### src/hdl/hgp_pkg.sv
// Shared types and constants of the HSV gradient pixel generator.
package hgp_pkg;

  localparam int CW = 21;   // color component, Q.12
  localparam int PW = 29;   // gradient position, Q.20
  localparam int SW = 30;   // signed gradient step, Q.20
  localparam int DNW = 29;  // divider dividend / quotient width
  localparam int RW = 31;   // reciprocal width

  localparam logic [CW-1:0] HUE_SCALE = CW'(360);
  localparam logic [CW-1:0] PCT_SCALE = CW'(100);
  localparam logic [CW-1:0] ONE20 = CW'(1 << 20);
  localparam logic [PW-1:0] SIXTY = PW'(60 << 20);
  localparam logic [PW-1:0] HUE_FULL = PW'(360 << 20);
  localparam logic signed [22:0] HALF_HUE_Q12 = 23'sd737280;   // 180 deg
  localparam logic signed [22:0] FULL_HUE_Q12 = 23'sd1474560;  // 360 deg
  localparam logic [6:0] THR_RESET = 7'd5;

  // reciprocals ceil(2^sh / d), sh = DNW + clog2(d)
  localparam int PCT_SH = DNW + 7;
  localparam int SIXTY_SH = DNW + 6;
  localparam logic [RW-1:0] PCT_RCP =
    RW'(((longint'(1) << PCT_SH) + longint'(99)) / longint'(100));
  localparam logic [RW-1:0] SIXTY_RCP =
    RW'(((longint'(1) << SIXTY_SH) + longint'(59)) / longint'(60));

  typedef enum logic {
    CMD_SAMPLE,
    CMD_PIXEL
  } cmd_kind_e;

  typedef enum logic [1:0] {
    DIV_BY_STEPS,
    DIV_BY_PCT,
    DIV_BY_SIXTY
  } div_sel_e;

  typedef struct packed {
    cmd_kind_e     kind;
    logic [CW-1:0] hue;
    logic [CW-1:0] sat;
    logic [CW-1:0] val;
    logic          sel;
  } cmd_t;

  typedef struct packed {
    logic           start;
    logic [DNW-1:0] dividend;
    div_sel_e       sel;
  } div_req_t;

  typedef struct packed {
    logic           busy;
    logic           done;
    logic [DNW-1:0] quot;
  } div_rsp_t;

  typedef enum logic [3:0] {
    ST_IDLE,
    ST_SMP,
    ST_STEP,
    ST_STEPW,
    ST_PIX,
    ST_PDIV,
    ST_PDIVW,
    ST_MUL,
    ST_MULW,
    ST_OUT
  } back_state_e;

endpackage

### src/hdl/hgp_if.sv
// Channel interfaces: input item channel and pixel result channel.
interface hgp_in_if;
  logic        valid;
  logic        ready;
  logic        func;
  logic [11:0] hue_raw;
  logic [11:0] sat_raw;
  logic [11:0] val_raw;
  logic        select_second;
  modport source (output valid, func, hue_raw, sat_raw, val_raw, select_second,
                  input ready);
  modport sink (input valid, func, hue_raw, sat_raw, val_raw, select_second,
                output ready);
endinterface

interface hgp_out_if;
  logic        valid;
  logic        ready;
  logic [23:0] grb_word;
  logic [7:0]  pixel_index;
  logic        last_pixel;
  modport source (output valid, grb_word, pixel_index, last_pixel, input ready);
  modport sink (input valid, grb_word, pixel_index, last_pixel, output ready);
endinterface

### src/hdl/hgp_front.sv
// Front end: accepts input items, decodes the kind and scales the readings.
module hgp_front (
  input  logic          clk_i,
  input  logic          rst_ni,
  hgp_in_if.sink        in_i,
  output hgp_pkg::cmd_t cmd_o,
  output logic          cmd_vld_o,
  input  logic          cmd_rdy_i
);
  import hgp_pkg::*;

  logic vld_q;
  cmd_t cmd_q, cmd_d;

  assign in_i.ready = !vld_q || cmd_rdy_i;
  assign cmd_o = cmd_q;
  assign cmd_vld_o = vld_q;

  always_comb begin
    cmd_d.kind = in_i.func ? CMD_PIXEL : CMD_SAMPLE;
    cmd_d.hue = CW'(in_i.hue_raw) * HUE_SCALE;
    cmd_d.sat = CW'(in_i.sat_raw) * PCT_SCALE;
    cmd_d.val = CW'(in_i.val_raw) * PCT_SCALE;
    cmd_d.sel = in_i.select_second;
  end

  always_ff @(posedge clk_i or negedge rst_ni) begin
    if (!rst_ni) begin
      vld_q <= 1'b0;
    end else if (in_i.valid && in_i.ready) begin
      vld_q <= 1'b1;
    end else if (cmd_rdy_i) begin
      vld_q <= 1'b0;
    end
  end

  always_ff @(posedge clk_i) begin
    if (in_i.valid && in_i.ready) begin
      cmd_q <= cmd_d;
    end
  end

endmodule

### src/hdl/hgp_queue.sv
// Two-entry command queue between front and back.
module hgp_queue (
  input  logic          clk_i,
  input  logic          rst_ni,
  input  hgp_pkg::cmd_t cmd_i,
  input  logic          vld_i,
  output logic          rdy_o,
  output hgp_pkg::cmd_t cmd_o,
  output logic          vld_o,
  input  logic          rdy_i
);
  import hgp_pkg::*;

  cmd_t       mem_q [2];
  logic       wr_q, rd_q;
  logic [1:0] cnt_q;
  logic       push, pop;

  assign rdy_o = (cnt_q != 2'd2);
  assign vld_o = (cnt_q != 2'd0);
  assign cmd_o = mem_q[rd_q];
  assign push = vld_i && rdy_o;
  assign pop = vld_o && rdy_i;

  always_ff @(posedge clk_i or negedge rst_ni) begin
    if (!rst_ni) begin
      wr_q <= 1'b0;
      rd_q <= 1'b0;
      cnt_q <= 2'd0;
    end else begin
      if (push) wr_q <= !wr_q;
      if (pop) rd_q <= !rd_q;
      cnt_q <= cnt_q + 2'(push) - 2'(pop);
    end
  end

  always_ff @(posedge clk_i) begin
    if (push) mem_q[wr_q] <= cmd_i;
  end

endmodule

### src/hdl/hgp_div.sv
// Constant-divisor unit: reciprocal multiply, operands then product registered.
module hgp_div #(
  parameter int PIXEL_COUNT = 150
) (
  input  logic              clk_i,
  input  logic              rst_ni,
  input  hgp_pkg::div_req_t req_i,
  output hgp_pkg::div_rsp_t rsp_o
);
  import hgp_pkg::*;

  // floor(x / d) = (x * ceil(2^sh / d)) >> sh, exact for x < 2^DNW when 2^(sh - DNW) >= d
  localparam int STEP_SH = DNW + $clog2(PIXEL_COUNT - 1);
  localparam logic [RW-1:0] STEP_RCP =
    RW'(((longint'(1) << STEP_SH) + longint'(PIXEL_COUNT - 2)) / longint'(PIXEL_COUNT - 1));

  logic              busy_q, done_q;
  div_sel_e          sel_q;
  logic [DNW-1:0]    num_q;
  logic [RW-1:0]     rcp_q;
  logic [DNW+RW-1:0] prod_q;
  logic [RW-1:0]     rcp;
  logic [DNW-1:0]    quot;

  assign rsp_o.busy = busy_q;
  assign rsp_o.done = done_q;
  assign rsp_o.quot = quot;

  always_comb begin
    unique case (req_i.sel)
      DIV_BY_STEPS: rcp = STEP_RCP;
      DIV_BY_PCT: rcp = PCT_RCP;
      default: rcp = SIXTY_RCP;
    endcase
  end

  always_comb begin
    unique case (sel_q)
      DIV_BY_STEPS: quot = DNW'(prod_q >> STEP_SH);
      DIV_BY_PCT: quot = DNW'(prod_q >> PCT_SH);
      default: quot = DNW'(prod_q >> SIXTY_SH);
    endcase
  end

  always_ff @(posedge clk_i or negedge rst_ni) begin
    if (!rst_ni) begin
      busy_q <= 1'b0;
      done_q <= 1'b0;
    end else begin
      busy_q <= req_i.start;
      done_q <= busy_q;
    end
  end

  always_ff @(posedge clk_i) begin
    if (req_i.start) begin
      num_q <= req_i.dividend;
      rcp_q <= rcp;
      sel_q <= req_i.sel;
    end
    if (busy_q) prod_q <= num_q * rcp_q;
  end

endmodule

### src/hdl/hgp_back.sv
// Back end: sample smoothing, step computation and pixel HSV-to-RGB conversion.
module hgp_back #(
  parameter int PIXEL_COUNT = 150
) (
  input  logic          clk_i,
  input  logic          rst_ni,
  input  logic          cfg_we_i,
  input  logic [6:0]    cfg_wdata_i,
  input  hgp_pkg::cmd_t cmd_i,
  input  logic          cmd_vld_i,
  output logic          cmd_rdy_o,
  hgp_out_if.source     pixel_o
);
  import hgp_pkg::*;

  localparam logic [7:0] LAST_IDX = 8'(PIXEL_COUNT - 1);
  localparam logic signed [30:0] HUE_FULL_S = $signed({2'b00, HUE_FULL});

  back_state_e state_q, state_d;
  cmd_t          cmd_q;
  logic [2:0]    k_q;
  logic [6:0]    thr_q;
  logic [CW-1:0] sm_q [3];
  logic [CW-1:0] ca_q [3];
  logic [CW-1:0] e1_q [3];
  logic [CW-1:0] e2_q [3];
  logic [PW-1:0] pos_q [3];
  logic signed [SW-1:0] step_q [3];
  logic [7:0]    cnt_q;
  logic          neg_q;
  logic [2:0]    sector_q;
  logic [PW-1:0] rem_q;
  logic [CW-1:0] vf_q, sf_q, f_q, p_q, q_q, t_q, fs_q, fs2_q;
  logic [2*CW-1:0] prod_q;
  logic          out_vld_q;
  logic [23:0]   grb_q;
  logic [7:0]    idx_q;
  logic          last_q;

  div_req_t div_req;
  div_rsp_t div_rsp;

  hgp_div #(
    .PIXEL_COUNT (PIXEL_COUNT)
  ) u_div (
    .clk_i  (clk_i),
    .rst_ni (rst_ni),
    .req_i  (div_req),
    .rsp_o  (div_rsp)
  );

  logic out_free;
  assign out_free = !out_vld_q || pixel_o.ready;
  assign pixel_o.valid = out_vld_q;
  assign pixel_o.grb_word = grb_q;
  assign pixel_o.pixel_index = idx_q;
  assign pixel_o.last_pixel = last_q;

  // sample smoothing and change test
  logic [CW-1:0] fresh [3];
  logic [CW-1:0] sm_new [3];
  logic          changed;
  always_comb begin
    logic signed [22:0] df;
    fresh[0] = cmd_q.hue;
    fresh[1] = cmd_q.sat;
    fresh[2] = cmd_q.val;
    changed = 1'b0;
    for (int i = 0; i < 3; i++) begin
      sm_new[i] = CW'(({1'b0, sm_q[i]} + {1'b0, fresh[i]}) >> 1);
      df = $signed({2'b00, sm_new[i]}) - $signed({2'b00, ca_q[i]});
      if (df < 0) df = -df;
      if (df > $signed({4'b0, thr_q, 12'b0})) changed = 1'b1;
    end
  end

  // endpoint difference for the current component, hue on the short arc
  logic signed [22:0] d_ep;
  logic [CW-1:0]      d_mag;
  always_comb begin
    d_ep = $signed({2'b00, e2_q[k_q[1:0]]}) - $signed({2'b00, e1_q[k_q[1:0]]});
    if (k_q == 3'd0) begin
      if (d_ep > HALF_HUE_Q12) d_ep = d_ep - FULL_HUE_Q12;
      else if (d_ep < -HALF_HUE_Q12) d_ep = d_ep + FULL_HUE_Q12;
    end
    d_mag = d_ep < 0 ? CW'(-d_ep) : CW'(d_ep);
  end

  // hue sector
  logic [2:0]    sector;
  logic [PW-1:0] sec_base;
  always_comb begin
    priority if (pos_q[0] >= PW'(5 * (60 << 20))) sector = 3'd5;
    else if (pos_q[0] >= PW'(4 * (60 << 20))) sector = 3'd4;
    else if (pos_q[0] >= PW'(3 * (60 << 20))) sector = 3'd3;
    else if (pos_q[0] >= PW'(2 * (60 << 20))) sector = 3'd2;
    else if (pos_q[0] >= SIXTY) sector = 3'd1;
    else sector = 3'd0;
    sec_base = PW'(sector * SIXTY);
  end

  // shared multiplier operands
  logic [CW-1:0] mul_a, mul_b;
  always_comb begin
    unique case (k_q)
      3'd0: begin mul_a = vf_q; mul_b = ONE20 - sf_q; end
      3'd1: begin mul_a = f_q; mul_b = sf_q; end
      3'd2: begin mul_a = ONE20 - f_q; mul_b = sf_q; end
      3'd3: begin mul_a = vf_q; mul_b = ONE20 - fs_q; end
      default: begin mul_a = vf_q; mul_b = ONE20 - fs2_q; end
    endcase
  end

  // sector table and byte conversion
  function automatic logic [7:0] to_byte(logic [CW-1:0] x);
    logic [PW-1:0] c;
    c = (({8'b0, x} << 8) - {8'b0, x}) >> 20;
    return (c > PW'(255)) ? 8'hFF : c[7:0];
  endfunction

  logic [CW-1:0] r_x, g_x, b_x;
  always_comb begin
    unique case (sector_q)
      3'd0: begin r_x = vf_q; g_x = t_q; b_x = p_q; end
      3'd1: begin r_x = q_q; g_x = vf_q; b_x = p_q; end
      3'd2: begin r_x = p_q; g_x = vf_q; b_x = t_q; end
      3'd3: begin r_x = p_q; g_x = q_q; b_x = vf_q; end
      3'd4: begin r_x = t_q; g_x = p_q; b_x = vf_q; end
      default: begin r_x = vf_q; g_x = p_q; b_x = q_q; end
    endcase
  end

  // hue advance with wrap
  logic signed [30:0] h_sum;
  logic [PW-1:0]      h_next;
  always_comb begin
    h_sum = $signed({2'b00, pos_q[0]}) + 31'(step_q[0]);
    if (h_sum >= HUE_FULL_S) h_sum = h_sum - HUE_FULL_S;
    else if (h_sum < 0) h_sum = h_sum + HUE_FULL_S;
    h_next = h_sum[PW-1:0];
  end

  // next state
  always_comb begin
    state_d = state_q;
    unique case (state_q)
      ST_IDLE: if (cmd_vld_i) state_d = (cmd_i.kind == CMD_SAMPLE) ? ST_SMP : ST_PIX;
      ST_SMP: state_d = ST_STEP;
      ST_STEP: state_d = ST_STEPW;
      ST_STEPW: if (div_rsp.done) state_d = (k_q == 3'd2) ? ST_IDLE : ST_STEP;
      ST_PIX: state_d = ST_PDIV;
      ST_PDIV: state_d = ST_PDIVW;
      ST_PDIVW: if (div_rsp.done) state_d = (k_q == 3'd2) ? ST_MUL : ST_PDIV;
      ST_MUL: state_d = ST_MULW;
      ST_MULW: state_d = (k_q == 3'd4) ? ST_OUT : ST_MUL;
      ST_OUT: if (out_free) state_d = ST_IDLE;
      default: state_d = ST_IDLE;
    endcase
  end

  // control outputs
  always_comb begin
    cmd_rdy_o = (state_q == ST_IDLE);
    div_req.start = (state_q == ST_STEP) || (state_q == ST_PDIV);
    div_req.dividend = {d_mag, 8'b0};
    div_req.sel = DIV_BY_STEPS;
    if (state_q == ST_PDIV) begin
      unique case (k_q)
        3'd0: begin div_req.dividend = pos_q[2]; div_req.sel = DIV_BY_PCT; end
        3'd1: begin div_req.dividend = pos_q[1]; div_req.sel = DIV_BY_PCT; end
        default: begin div_req.dividend = rem_q; div_req.sel = DIV_BY_SIXTY; end
      endcase
    end
  end

  always_ff @(posedge clk_i or negedge rst_ni) begin
    if (!rst_ni) begin
      state_q <= ST_IDLE;
      thr_q <= THR_RESET;
      out_vld_q <= 1'b0;
      k_q <= 3'd0;
      cnt_q <= 8'd0;
      for (int i = 0; i < 3; i++) begin
        sm_q[i] <= '0;
        ca_q[i] <= '0;
        e1_q[i] <= '0;
        e2_q[i] <= '0;
        pos_q[i] <= '0;
        step_q[i] <= '0;
      end
    end else begin
      state_q <= state_d;
      if (cfg_we_i) thr_q <= cfg_wdata_i;
      if (state_q == ST_OUT && out_free) out_vld_q <= 1'b1;
      else if (pixel_o.ready) out_vld_q <= 1'b0;
      unique case (state_q)
        ST_SMP: begin
          k_q <= 3'd0;
          for (int i = 0; i < 3; i++) begin
            sm_q[i] <= sm_new[i];
            if (changed) begin
              ca_q[i] <= sm_new[i];
              if (cmd_q.sel) e2_q[i] <= sm_new[i];
              else e1_q[i] <= sm_new[i];
            end
          end
        end
        ST_STEPW: if (div_rsp.done) begin
          step_q[k_q[1:0]] <= neg_q ? -$signed({1'b0, div_rsp.quot})
                                    : $signed({1'b0, div_rsp.quot});
          if (k_q == 3'd2) begin
            for (int i = 0; i < 3; i++) pos_q[i] <= {e1_q[i], 8'b0};
            cnt_q <= 8'd0;
          end else begin
            k_q <= k_q + 3'd1;
          end
        end
        ST_PIX: k_q <= 3'd0;
        ST_PDIVW: if (div_rsp.done) k_q <= (k_q == 3'd2) ? 3'd0 : k_q + 3'd1;
        ST_MULW: k_q <= k_q + 3'd1;
        ST_OUT: if (out_free) begin
          if (cnt_q >= LAST_IDX) begin
            for (int i = 0; i < 3; i++) pos_q[i] <= {e1_q[i], 8'b0};
            cnt_q <= 8'd0;
          end else begin
            pos_q[0] <= h_next;
            pos_q[1] <= PW'(31'($signed({2'b00, pos_q[1]})) + 31'(step_q[1]));
            pos_q[2] <= PW'(31'($signed({2'b00, pos_q[2]})) + 31'(step_q[2]));
            cnt_q <= cnt_q + 8'd1;
          end
        end
        default: ;
      endcase
    end
  end

  // payload registers
  always_ff @(posedge clk_i) begin
    if (state_q == ST_IDLE && cmd_vld_i) cmd_q <= cmd_i;
    if (state_q == ST_STEP) neg_q <= (d_ep < 0);
    if (state_q == ST_PIX) begin
      sector_q <= sector;
      rem_q <= pos_q[0] - sec_base;
    end
    if (state_q == ST_PDIVW && div_rsp.done) begin
      unique case (k_q)
        3'd0: vf_q <= div_rsp.quot[CW-1:0];
        3'd1: sf_q <= div_rsp.quot[CW-1:0];
        default: f_q <= div_rsp.quot[CW-1:0];
      endcase
    end
    if (state_q == ST_MUL) prod_q <= mul_a * mul_b;
    if (state_q == ST_MULW) begin
      unique case (k_q)
        3'd0: p_q <= prod_q[40:20];
        3'd1: fs_q <= prod_q[40:20];
        3'd2: fs2_q <= prod_q[40:20];
        3'd3: q_q <= prod_q[40:20];
        default: t_q <= prod_q[40:20];
      endcase
    end
    if (state_q == ST_OUT && out_free) begin
      grb_q <= {to_byte(g_x), to_byte(r_x), to_byte(b_x)};
      idx_q <= cnt_q;
      last_q <= (cnt_q >= LAST_IDX);
    end
  end

`ifndef SYNTH
  a_div_idle: assert property (@(posedge clk_i) disable iff (!rst_ni)
    div_req.start |-> !div_rsp.busy) else $error("divider started while busy");
  a_cnt_range: assert property (@(posedge clk_i) disable iff (!rst_ni)
    cnt_q <= LAST_IDX) else $error("pixel counter past frame end");
  a_hue_range: assert property (@(posedge clk_i) disable iff (!rst_ni)
    pos_q[0] < HUE_FULL) else $error("hue position out of range");
  a_out_src: assert property (@(posedge clk_i) disable iff (!rst_ni)
    $rose(out_vld_q) |-> $past(state_q == ST_OUT)) else $error("stray result");
`endif

endmodule

### src/hdl/hsv_gradient_pixel_generator.sv
// Top level of the HSV gradient pixel generator.
//
//   channel    dir  handshake          payload
//   sample_i   in   valid/ready        func, hue_raw, sat_raw, val_raw, select_second
//   pixel_o    out  valid/ready        grb_word, pixel_index, last_pixel
//   cfg        in   cfg_we_i (no wait) cfg_wdata_i = change_threshold
//
// Steps: the back end handles a sample in ST_SMP and three step quotients
//   (ST_STEP, ST_STEPW), and a pixel in ST_PIX, three quotients (ST_PDIV,
//   ST_PDIVW), five products (ST_MUL, ST_MULW) and ST_OUT. A transfer passes
//   the front register and the queue before it reaches the back end.
// The front stage and the two-entry queue keep taking transfers, until both are full,
//   while the back end works or a result waits in the output register.
// Reset: asynchronous, active low; the smoothing, endpoint, position and step state
//   and the frame counter clear to zero, the threshold to 5.
// Stalls: the output register holds a result until the sink takes it.
module hsv_gradient_pixel_generator #(
  parameter int PIXEL_COUNT = 150
) (
  input  logic       clk_i,
  input  logic       rst_ni,
  input  logic       cfg_we_i,
  input  logic [6:0] cfg_wdata_i,
  hgp_in_if.sink     sample_i,
  hgp_out_if.source  pixel_o
);
  import hgp_pkg::*;

  // front -> queue
  cmd_t f_cmd;
  logic f_vld, f_rdy;
  // queue -> back
  cmd_t b_cmd;
  logic b_vld, b_rdy;

  hgp_front u_front (
    .clk_i     (clk_i),
    .rst_ni    (rst_ni),
    .in_i      (sample_i),
    .cmd_o     (f_cmd),
    .cmd_vld_o (f_vld),
    .cmd_rdy_i (f_rdy)
  );

  hgp_queue u_queue (
    .clk_i  (clk_i),
    .rst_ni (rst_ni),
    .cmd_i  (f_cmd),
    .vld_i  (f_vld),
    .rdy_o  (f_rdy),
    .cmd_o  (b_cmd),
    .vld_o  (b_vld),
    .rdy_i  (b_rdy)
  );

  // back end owns all color state, the threshold and the output register
  hgp_back #(
    .PIXEL_COUNT (PIXEL_COUNT)
  ) u_back (
    .clk_i       (clk_i),
    .rst_ni      (rst_ni),
    .cfg_we_i    (cfg_we_i),
    .cfg_wdata_i (cfg_wdata_i),
    .cmd_i       (b_cmd),
    .cmd_vld_i   (b_vld),
    .cmd_rdy_o   (b_rdy),
    .pixel_o     (pixel_o)
  );

endmodule
### src/flat_wrapper.sv
// flat-port wrapper written by rule: the top's interface ports become plain ports
module hsv_gradient_pixel_generator_flat import hgp_pkg::*;
#(
  parameter int PIXEL_COUNT = 150
)
  (clk_i, rst_ni, cfg_we_i, cfg_wdata_i, sample_i_valid, sample_i_func, sample_i_hue_raw, sample_i_sat_raw, sample_i_val_raw, sample_i_select_second, sample_i_ready, pixel_o_valid, pixel_o_grb_word, pixel_o_pixel_index, pixel_o_last_pixel, pixel_o_ready);
  hgp_in_if sample_i_i ();
  hgp_out_if pixel_o_i ();
  input  logic clk_i;
  input  logic rst_ni;
  input  logic cfg_we_i;
  input  logic [6:0] cfg_wdata_i;
  input wire logic [$bits(sample_i_i.valid)-1:0] sample_i_valid;
  input wire logic [$bits(sample_i_i.func)-1:0] sample_i_func;
  input wire logic [$bits(sample_i_i.hue_raw)-1:0] sample_i_hue_raw;
  input wire logic [$bits(sample_i_i.sat_raw)-1:0] sample_i_sat_raw;
  input wire logic [$bits(sample_i_i.val_raw)-1:0] sample_i_val_raw;
  input wire logic [$bits(sample_i_i.select_second)-1:0] sample_i_select_second;
  output wire logic [$bits(sample_i_i.ready)-1:0] sample_i_ready;
  output wire logic [$bits(pixel_o_i.valid)-1:0] pixel_o_valid;
  output wire logic [$bits(pixel_o_i.grb_word)-1:0] pixel_o_grb_word;
  output wire logic [$bits(pixel_o_i.pixel_index)-1:0] pixel_o_pixel_index;
  output wire logic [$bits(pixel_o_i.last_pixel)-1:0] pixel_o_last_pixel;
  input wire logic [$bits(pixel_o_i.ready)-1:0] pixel_o_ready;
  assign sample_i_i.valid = sample_i_valid;
  assign sample_i_i.func = sample_i_func;
  assign sample_i_i.hue_raw = sample_i_hue_raw;
  assign sample_i_i.sat_raw = sample_i_sat_raw;
  assign sample_i_i.val_raw = sample_i_val_raw;
  assign sample_i_i.select_second = sample_i_select_second;
  assign sample_i_ready = sample_i_i.ready;
  assign pixel_o_valid = pixel_o_i.valid;
  assign pixel_o_grb_word = pixel_o_i.grb_word;
  assign pixel_o_pixel_index = pixel_o_i.pixel_index;
  assign pixel_o_last_pixel = pixel_o_i.last_pixel;
  assign pixel_o_i.ready = pixel_o_ready;
  hsv_gradient_pixel_generator #(.PIXEL_COUNT(PIXEL_COUNT)) u_core (.clk_i(clk_i), .rst_ni(rst_ni), .cfg_we_i(cfg_we_i), .cfg_wdata_i(cfg_wdata_i), .sample_i(sample_i_i), .pixel_o(pixel_o_i));
endmodule
### config.mk
export PLATFORM = sky130hd
export DESIGN_NAME = hsv_gradient_pixel_generator_flat
export DESIGN_NICKNAME = d
export VERILOG_FILES = /design/src/hdl/hgp_pkg.sv /design/src/hdl/hgp_if.sv /design/src/hdl/hgp_front.sv /design/src/hdl/hgp_queue.sv /design/src/hdl/hgp_div.sv /design/src/hdl/hgp_back.sv /design/src/hdl/hsv_gradient_pixel_generator.sv /design/src/flat_wrapper.sv
export SDC_FILE = /design/constraint.sdc
export NUM_CORES = 2
export LEC_CHECK = 0
export ABC_AREA = 1
export BUFFER_PORTS_ARGS = -buffer_cell sky130_fd_sc_hd__buf_2
export CORE_MARGIN = 4
export CORE_UTILIZATION = 50
export CTS_CLUSTER_SIZE = 8
export DETAILED_ROUTE_END_ITERATION = 8
export GPL_ROUTABILITY_DRIVEN = 0
export PLACE_DENSITY = 0.68
export SETUP_SLACK_MARGIN = 0.1
export SYNTH_ARGS = -nofsm -noshare
export SYNTH_HDL_FRONTEND = slang
export SYNTH_SLANG_ARGS = --single-unit
export TNS_END_PERCENT = 1
### constraint.sdc
create_clock -name clk_i -period 25.9 [get_ports clk_i]
set_input_delay 2.59 -clock clk_i [delete_from_list [all_inputs] [get_ports clk_i]]
set_output_delay 2.59 -clock clk_i [all_outputs]
set_load 0.01 [all_outputs]
==> results.cfg <==
[outcome]
status = complete, no violations

[detailed_routing]
initialDrtViolationCount = 8926
wl_mm = 302
drc = 0
wl_per_cell_um = 20.9
viasPerCell = 5.66
detail-route-antenna-nets = 0
firstDrtPassIters = 7
dr_total_vias = 81617

[clock_network]
cts.sinks = 985
cts_buffers = 143
cts-root-buf = clkbuf_16
clk_path_buf_depth = 3
cts-resized-gates = 0
post_cts_buffers = 0
htree_levels = 4
clkTransAtPathRegs_ns = 0.05
cts_tree = built
postCtsHoldBufs = 0
clk_latency_ns = 0.82

[floorplan]
die-height_um = 454
die-width_um = 454
start_util = 0.504
row_count = 163
die_area_sq_um = 206000
ioPinCount = 85
core_sq_um = 198000

[layout]
postLayoutCellArea_sq_um = 107000
fillers = 17804
area_delta_synth_final_pct = 7.61
drive_gt1_frac = 0.0479
fin_nets = 13684
layout_commonest_cell = nand2_1
final_cell_mix = nand2_1, inv_1, fa_1

[placed_design]
dpl-instance-area_sq_um = 103000
place.port_buffers = 84
dp_hpwl_mm = 241

[critical_path]
cp_common_cell = fa_1
critPathLaunchType = flip-flop
path_class = flip-flop to flip-flop
reg2reg_slack_ns = 14.02
worst_path_max_delay_cell = inv_1
slowest_delay_ns = 0.68
crit_required_ns = 26.42
end_kind = flip-flop
arrival_ns = 12.40
path_max_fanout = 37

[sta]
report.final.setup_viol = 0
fmax_mhz = 84.2
max_slew_margin = 0.185
period_share = 0.459
worst_slew_pin_slew_ns = 1.21
drv_slew = 0
fin_setup_tns_ns = 0
fin_crit_ns = 11.88
hold_violations = 0
rsz0062_at_grt = false
skew_ns = 0.0681

[global_route]
grt_overflow = 0
grt_pass1_vias = 81617
grt_max_degree = 165
grtUsageTotal = 0.293
antenna_found_initial = 8
grt_pass1_wl_mm = 468

[logic_synthesis]
synth-edff-count = 531
yosys_warnings = 0
synth_cell_types = 80
ys.flop_type = edfxtp_1
syn_inst = 11639
syn_nets = 13646
synth_seq_cells = 985
synth-async-reset-ratio = 0.461
seq_area_frac_synth = 0.274
synth_area_per_cell_sq_um = 8.56
synth_area_sq_um = 99600

[job]
max_cap_viol_count = 0

[min_path]
worstHoldPathType = flip-flop to flip-flop
==> synthesized netlist by cell type (75+ instances only) <==
cell type,instances,area share
o21ai_0,444,0.022
nor2_1,792,0.030
nand2_1,2529,0.095
nor3_1,75,0.0038
nand4_1,210,0.013
xor2_1,234,0.021
fa_1,1057,0.21
clkbuf_1,184,0.0069
dfrtp_1,452,0.11
ha_1,900,0.11
a21oi_1,520,0.026
edfxtp_1,531,0.16
xnor2_1,99,0.0087
inv_1,2347,0.088
nand3_1,328,0.016
==> flip-flops by register name, indices dropped and copies added, names as in the netlist, 24 cells and up <==
name / count
u_core.u_back.cmd_q: 53
u_core.u_back.step_q: 88
u_core.u_back.e2_q: 63
u_core.u_queue.mem_q: 108
u_core.u_back.u_div.prod_q: 25
u_core.u_back.pixel_o.grb_word: 24
u_core.u_front.cmd_o: 54
u_core.u_back.ca_q: 63
u_core.u_back.pos_q: 87
u_core.u_back.sm_q: 60
u_core.u_back.rem_q: 29
u_core.u_back.u_div.num_q: 29
u_core.u_back.e1_q: 63
==> worst max-delay path: cells and delay by family, from the launching register on <==
family | cells | cell delay, ns
compound gates | 6 | 1.57
xor+xnor | 2 | 0.35
flops | 1 | 0.61
simple gates | 15 | 2.58
buf+inv | 8 | 2.33
fa+ha+maj | 10 | 4.08
==> layer usage <==
metal / vias to the layer above / part of all wire / track usage
met2: 4234 / 0.44 / 0.452
met4: 6 / 0.051 / 0.128
li1: 37192 / - / -
met1: 39340 / 0.40 / 0.393
met3: 845 / 0.11 / 0.0726
met5: - / 0.00013 / 0
==> logic make-up (layout without fill, tap and decap cells) <==
family | count (synthesis) | after routing | share of synthesized area
and+or+nand+nor | 4044 | 4044 | 0.167
buffers and inverters | 2680 | 2807 | 0.103
adders and majority gates | 1957 | 1957 | 0.325
AOI/OAI and AO/OA | 1583 | 1583 | 0.0954
DFF | 985 | 985 | 0.274
xor gates and xnor gates | 335 | 335 | 0.0296
muxes | 55 | 55 | 0.00620
other | 0 | 2 | 0
==> worst paths after layout <==
| kind | end | from | cells after the start |
|---|---|---|---|
| setup / recovery | u_core.u_back.prod_q[36] | u_core.u_back.k_q[1] | 41 |
| hold / removal | u_core.u_queue.mem_q[0][13] | u_core.u_front.cmd_o[15] | 0 |
| setup reg to reg | u_core.u_back.prod_q[36] | u_core.u_back.k_q[1] | 41 |
| hold reg to reg | u_core.u_queue.mem_q[0][13] | u_core.u_front.cmd_o[15] | 0 |
| max in group asynchronous | u_core.u_back.e1_q[10] | rst_ni | 3 |
| min in group asynchronous | u_core.u_front.cmd_vld_o | rst_ni | 1 |
==> metrics by stage <==
stage	util	hold slack, ns	worst slack (ns)	cells
3_3_place_gp	0.520	0.425	14.75	14172
5_1_grt	0.542	0.451	13.52	14406
3_5_place_dp	0.520	0.430	14.35	14172
4_1_cts	0.542	0.441	14.26	14406
2_1_floorplan	-	0.421	17.12	11639
6_report	0.542	0.441	14.02	14408
==> final cells by class <==
| type | instances | area (sq um) | share of cell area |
|---|---|---|---|
| diodes | 2 | 5.00 | 0.0000467 |
| clock buffers | 216 | 3890 | 0.0363 |
| clock inverters | 18 | 367 | 0.00342 |
| inverters | 2396 | 9000 | 0.0839 |
| multi-input cells | 7974 | 62200 | 0.580 |
| flip-flops and latches | 985 | 27300 | 0.255 |
| well taps | 2640 | 3300 | 0.0308 |
| repair buffers | 177 | 1150 | 0.0108 |
Power is not shown: default switching activity piles up to over one toggle a cycle in this logic, so the estimate is an artifact.
